===== src/hw/rtl/avq_div.sv =====
// Pipelined restoring divider, one quotient bit per register stage, several lanes.
// Needs num < den * 2^QW. Carries a side payload and a valid bit; no package dependency.
module avq_div #(
  parameter int LANES = 1,
  parameter int NW    = 61,
  parameter int DW    = 31,
  parameter int QW    = 31,
  parameter int SW    = 1
) (
  input  logic                         clk,
  input  logic                         rst_n,
  input  logic                         en,
  input  logic                         valid_i,
  input  logic [LANES-1:0][NW-1:0]     num_i,
  input  logic [LANES-1:0][DW-1:0]     den_i,
  input  logic [SW-1:0]                side_i,
  output logic                         valid_o,
  output logic [LANES-1:0][QW-1:0]     quo_o,
  output logic [SW-1:0]                side_o
);

  logic [QW-1:0]                val_r;
  logic [SW-1:0]                side_r  [QW];
  logic [LANES-1:0][DW-1:0]     rem_r   [QW];
  logic [LANES-1:0][DW-1:0]     rem_nxt [QW];
  logic [LANES-1:0][DW-1:0]     rem_in  [QW];
  logic [LANES-1:0][DW-1:0]     den_r   [QW];
  logic [LANES-1:0][DW-1:0]     den_in  [QW];
  logic [LANES-1:0][QW-1:0]     lo_r    [QW];
  logic [LANES-1:0][QW-1:0]     lo_nxt  [QW];
  logic [LANES-1:0][QW-1:0]     lo_in   [QW];
  logic [LANES-1:0][QW-1:0]     quo_r   [QW];
  logic [LANES-1:0][QW-1:0]     quo_nxt [QW];
  logic [LANES-1:0][QW-1:0]     quo_in  [QW];

  always_comb begin
    for (int l = 0; l < LANES; l++) begin
      rem_in[0][l] = DW'(num_i[l] >> QW);
      lo_in[0][l]  = num_i[l][QW-1:0];
    end
    quo_in[0] = '0;
    den_in[0] = den_i;
    for (int k = 1; k < QW; k++) begin
      rem_in[k] = rem_r[k-1];
      lo_in[k]  = lo_r[k-1];
      quo_in[k] = quo_r[k-1];
      den_in[k] = den_r[k-1];
    end
  end

  always_comb begin
    logic [DW:0] trial;
    logic        qb;
    for (int k = 0; k < QW; k++) begin
      for (int l = 0; l < LANES; l++) begin
        trial = {rem_in[k][l], lo_in[k][l][QW-1]};
        qb    = (trial >= {1'b0, den_in[k][l]});
        if (qb) begin
          rem_nxt[k][l] = DW'(trial - {1'b0, den_in[k][l]});
        end else begin
          rem_nxt[k][l] = DW'(trial);
        end
        lo_nxt[k][l]  = {lo_in[k][l][QW-2:0], 1'b0};
        quo_nxt[k][l] = {quo_in[k][l][QW-2:0], qb};
      end
    end
  end

  always_ff @(posedge clk) begin
    if (!rst_n) begin
      val_r <= '0;
    end else if (en) begin
      val_r <= {val_r[QW-2:0], valid_i};
    end
  end

  always_ff @(posedge clk) begin
    if (en) begin
      side_r[0] <= side_i;
      for (int k = 0; k < QW; k++) begin
        rem_r[k] <= rem_nxt[k];
        lo_r[k]  <= lo_nxt[k];
        quo_r[k] <= quo_nxt[k];
        den_r[k] <= den_in[k];
      end
      for (int k = 1; k < QW; k++) begin
        side_r[k] <= side_r[k-1];
      end
    end
  end

  assign valid_o = val_r[QW-1];
  assign quo_o   = quo_r[QW-1];
  assign side_o  = side_r[QW-1];

endmodule


===== config.mk =====
export PLATFORM = sky130hd
export DESIGN_NAME = avq_div
export DESIGN_NICKNAME = d
export VERILOG_FILES = /design/src/hw/rtl/avq_div.sv
export SDC_FILE = /design/constraint.sdc
export NUM_CORES = 2
export LEC_CHECK = 0
export BUFFER_PORTS_ARGS = -buffer_cell sky130_fd_sc_hd__buf_4
export CAP_MARGIN = 30
export CORE_UTILIZATION = 45
export CTS_CLUSTER_SIZE = 24
export DETAILED_ROUTE_END_ITERATION = 8
export GPL_TIMING_DRIVEN = 0
export HOLD_SLACK_MARGIN = 0.08
export PLACE_DENSITY_LB_ADDON = 0.12
export SYNTH_ARGS = -nofsm -noshare
export SYNTH_HDL_FRONTEND = slang
export SYNTH_SLANG_ARGS = --single-unit

===== constraint.sdc =====
create_clock -name clk -period 11.3 [get_ports clk]
set_input_delay 1.13 -clock clk [delete_from_list [all_inputs] [get_ports clk]]
set_output_delay 1.13 -clock clk [all_outputs]
set_load 0.05 [all_outputs]

* After elaboration in Yosys (flattened, before gate mapping)
Memory sizes are Yosys's and may differ from the RTL's.
Index checks and enable logic that the tools add are counted.
** Cells by class
- $add $sub $neg :: 31
- $lt $le $gt $ge :: 31
- Muxes and demuxes :: 33
** Operators by type and width (number)
- 31-bit 2-to-1 mux :: 31
- 31-bit subtractor :: 31
- 32-bit by 31-bit >= comparator with 1-bit output :: 30
- 31-bit >= comparator :: 1
- 1-bit 2-to-1 mux :: 2
** Storage, ports and cells
- Register bits :: 31
- RAM bits :: 3844
- Output and inout bits :: 33
- Logic and storage cells :: 101
- Memories kept :: 5
** Memory list
- den_r :: depth 31, bits a word 31, read ports 30, clocked after memory_dff 0, wr ports 31, RTL line 27 : logic [LANES-1:0][DW-1:0] den_r [QW];
- quo_r :: depth 31, bits a word 31, read ports 31, clocked after memory_dff 0, wr ports 31, RTL line 32 : logic [LANES-1:0][QW-1:0] quo_r [QW];
- rem_r :: depth 31, bits a word 31, read ports 30, clocked after memory_dff 0, wr ports 31, RTL line 24 : logic [LANES-1:0][DW-1:0] rem_r [QW];
- lo_r :: depth 31, bits a word 30, read ports 30, clocked after memory_dff 0, wr ports 31, RTL line 29 : logic [LANES-1:0][QW-1:0] lo_r [QW];
- side_r :: depth 31, bits a word 1, read ports 31, clocked after memory_dff 0, wr ports 31, RTL line 23 : logic [SW-1:0] side_r [QW];

* Logic depth before layout (Yosys ltp)
An unclocked memory read counts as a cell.
- Word-level depth :: 3
- Mapped depth :: 17
- Gate-level depth less buffers :: 15

* Least setup slack after synthesis
Ideal clock, no wire load.
- Kind :: input port to flip-flop
- Start :: input den_i[1] (netlist bit)
- End :: memory rem_r[0][10] (netlist bit) (data pin)
- Setup time :: 260 ps
- Arrival time :: 3718 ps
- Slack :: 7322 ps
- Cell stages on the path :: 14
- Buffers on the path :: 2
- Path through :: inv_1 -> ha_1 -> nor2b_1 -> o31a_1 -> o41ai_1 -> a21oi_1 -> o31ai_1 -> a31oi_1 -> nand3_1 -> o21ai_0 -> o21a_1 -> clkbuf_1 -> buf_2 -> mux2_2
** RTL lines
- start: declaration :: RTL line 15 : input logic [LANES-1:0][DW-1:0] den_i,
- end: declaration :: RTL line 24

==> run_results.csv <==
group,metric,value,unit
logic_synthesis,synth_top_family_by_area,"compound AO/OA/AOI/OAI gates",
clock_network,clkLatencyLatePin,0.93,ns
logic_synthesis,yosys.area_share.simple,7.30,%
worst_setup_path,crit_required,11.81,ns
logic_synthesis,ys.flop_type,"edfxtp_1",
timing,rsz0062_at_grt,"false",
grt,grt_pass1_vias,88770,
pwr,power_per_cell_area,293,nW/um2
timing,setup_viol,0,
timing,slew_headroom,22.8,%
floorplanning,die_area,324000,um2
final_layout,finalInstanceArea,162000,um2
grt,grt_max_degree,200,
logic_synthesis,synth_nets,12712,
placement,gp_congestion,0.901,
floorplanning,rows,207,
floorplanning,die_y,569,um
logic_synthesis,netlist_area,145000,um2
worst_setup_path,r2r-end,"rem_r[1][136]",
timing,skew,0.0503,ns
clock_network,hold_buffers,0,
timing,hold_violations,0,
drt,drt-initial-drc-count,7113,
worst_setup_path,startpoint_type,"primary input",
logic_synthesis,synthMuxAreaShare,3.36,%
worst_setup_path,critical-path-slowest-cell,"buf_16",
clock_network,clk_path_buf_depth,4,
clock_network,htreeDepth,5,
floorplanning,coreArea,319000,um2
floorplanning,die_w,569,um
drt,post_drt_wl_per_cell,19.8,um
logic_synthesis,yosys.area_share.xor_xnor,4.88,%
min_path,hp-start,"num_i[22]",
final_layout,drive_gt1_share,9.18,%
timing,tns,0,ns
grt,antenna_found_initial,11,
worst_setup_path,reg2reg_from,"lo_r[1][119]",
floorplanning,io_pins,130,
logic_synthesis,synth_top_area_share,59.2,%
logic_synthesis,async_reset_ff_share,0,%
pwr,leakage,0.0651,uW
worst_setup_path,crit_arrival,5.85,ns
min_path,hold_class,"primary input to flop",
worst_setup_path,path_common_cell,"buf_16",
worst_setup_path,reg2reg_slack,5.96,ns
logic_synthesis,synth-edff-count,2852,
clock_network,root_buffer,"clkbuf_16",
grt,overflow,0,
drt,first_pass_iters,6,
clock_network,clkTransAtPathRegs,0.06,ns
logic_synthesis,synth_seq_cells,2883,
logic_synthesis,synth.avg_cell_area,12.5,um2
clock_network,tritoncts,"yes",
worst_setup_path,endpoint_kind,"flop",
timing,fin_crit,5.34,ns
logic_synthesis,synth_adder_area_share,8.72,%
logic_synthesis,synth_warnings,0,
worst_setup_path,critPathMaxStageDelay,0.71,ns
logic_synthesis,synth.largest_area_cell,"edfxtp_1",
final_layout,area_delta_synth_final,12.2,%
worst_setup_path,r2r_cells,15,
drt,drc_errors,0,
timing,clock.fmax,0.187,GHz
timing,maxSlewViolCount,0,
grt,grt_first_pass_wirelength,511,mm
timing,worst_slew_pin_slew,1.16,ns
clock_network,clock_sinks,2883,
worst_setup_path,crit_type,"primary input to flop",
drt,via_count,90269,
logic_synthesis,synth_cell_types,92,
clock_network,cts_resized,0,
min_path,holdPathEnd,"lo_r[0][22]",
timing,finalCritPeriodShare,47.3,%
clock_network,cts_setup_buffers,0,
placement,port_buffers,129,
logic_synthesis,synth-compound-area-share,12.5,%
logic_synthesis,synth_area_leaders,"edfxtp_1 59%, ha_1 8.3%, inv_1 3.0%",
placement,postPlaceCellArea,152000,um2
worst_setup_path,crit_chain,"buf_16 -> buf_16 -> buf_16 -> buf_16 -> buf_16 -> buf_16 -> buf_16",
run,drv_cap,0,
drt,viasPerCell,5.42,
grt,grt_usage,20.0,%
pwr,ir_drop,0.203,mV
drt,finalWirelength,330,mm
drt,ant_nets,0,
min_path,min_path_cells,1,
logic_synthesis,syn_inst,11624,
final_layout,nets,13198,
clock_network,numCtsBuffers,329,
logic_synthesis,yosysSeqAreaShare,59.6,%
run_status,outcome,"finished clean",
worst_setup_path,critPathMaxFanout,196,
floorplanning,initial_utilization,45.4,%
placement,dp_hpwl,244,mm
## placed cells by master (no fill, tap or decap), types with 134 or more instances in the layout
cell type / instances
a21o_1: 494
a21oi_1: 872
buf_4: 134
clkbuf_1: 216
clkbuf_16: 333
edfxtp_1: 2852
ha_1: 961
inv_1: 1168
mux2_2: 354
nand2_1: 772
nand2b_1: 134
nor2_1: 491
nor2b_1: 175
o21ai_0: 770
xnor2_1: 460
xor2_1: 347
## how the worst max path moves through the flow
stage,start,cells past startpoint,slack [ns],end
2_1_floorplan,den_i[1],14,7.32,rem_r[0][10]
3_3_place_gp,en,1,-16.15,quo_r[1][353]
3_5_place_dp,en,7,5.01,quo_r[1][385]
4_1_cts,lo_r[1][179],15,5.88,rem_r[1][197]
5_1_grt,lo_r[0][179],15,5.59,rem_r[0][186]
6_report,en,7,5.96,lo_r[0][291]
## routing by layer
| metal | track usage [%] | vias to the layer above | wire length [um] |
|---|---|---|---|
| met1 | 29.5 | 43882 | 159000 |
| met2 | 30.9 | 2042 | 146000 |
| met4 | 4.99 | 2 | 7710 |
| met3 | 2.79 | 484 | 16600 |
| li1 | - | 43859 | - |
| met5 | 0 | - | 13 |
## final cells by class
type | instances | area, um2
multi-input combinational | 7373 | 53300
timing repair buffer | 155 | 1540
sequential | 2883 | 86300
tap | 4284 | 5360
antenna | 2 | 5.00
clock buffer | 393 | 8590
inverter | 1168 | 4380
fill | 27604 | 156000
buffer | 200 | 813
clock inverter | 202 | 2210
## state kept, by name (all words and copies together) (netlist names)
name,flops
lo_r,465
side_r,31
rem_r,930
den_r,930
quo_r,496
val_r,31
## where the power goes
part	total (uW)	switching, uW	internal, uW
registers	16800	1420	15400
logic	20100	11600	8490
clock network	10700	4380	6280
## through the flow
step / utilization [%] / hold WS, ns / std cells / power [uW] / worst slack (ns)
final: 50.9 / 0.381 / 16660 / 47600 / 5.96
after global routing: 50.9 / 0.316 / 16659 / 50700 / 5.59
after CTS: 50.9 / 0.288 / 16655 / 47800 / 5.88
after detailed placement: 47.5 / 0.405 / 16060 / 36800 / 5.01
after floorplan: - / 0.400 / 11624 / 31000 / 7.32
after global placement: 47.4 / 0.400 / 16037 / 37000 / -16.15
## Yosys cell counts, types with 47 or more instances
cell         n
o21a_1     125
nor2b_1    175
nand4_1    124
a21o_1     494
nand3_1    128
o21bai_1   106
nand2_1    772
a211oi_1    58
inv_1     1168
mux2_2     354
mux2i_1     47
ha_1       961
nand2b_1   134
and3_1      68
edfxtp_1  2852
xor2_1     347
clkbuf_1   159
a31oi_1     97
nor2_1     491
xnor2_1    460
nor3_1     126
a21oi_1    872
o21ai_0    770
## cells by family (layout without fill, tap and decap cells)
family / after synthesis / in the layout
fa+ha+maj: 991 / 991
compound gates: 2931 / 2931
other cells: 0 / 2
buf+inv: 1368 / 2118
simple gates: 2216 / 2216
mux: 428 / 428
xor+xnor: 807 / 807
flops: 2883 / 2883
## worst max-delay path: cells and delay by family
kind	cells	cell delay, ns
buffers and inverters	7	3.68
(Power assumes the default switching activity.)
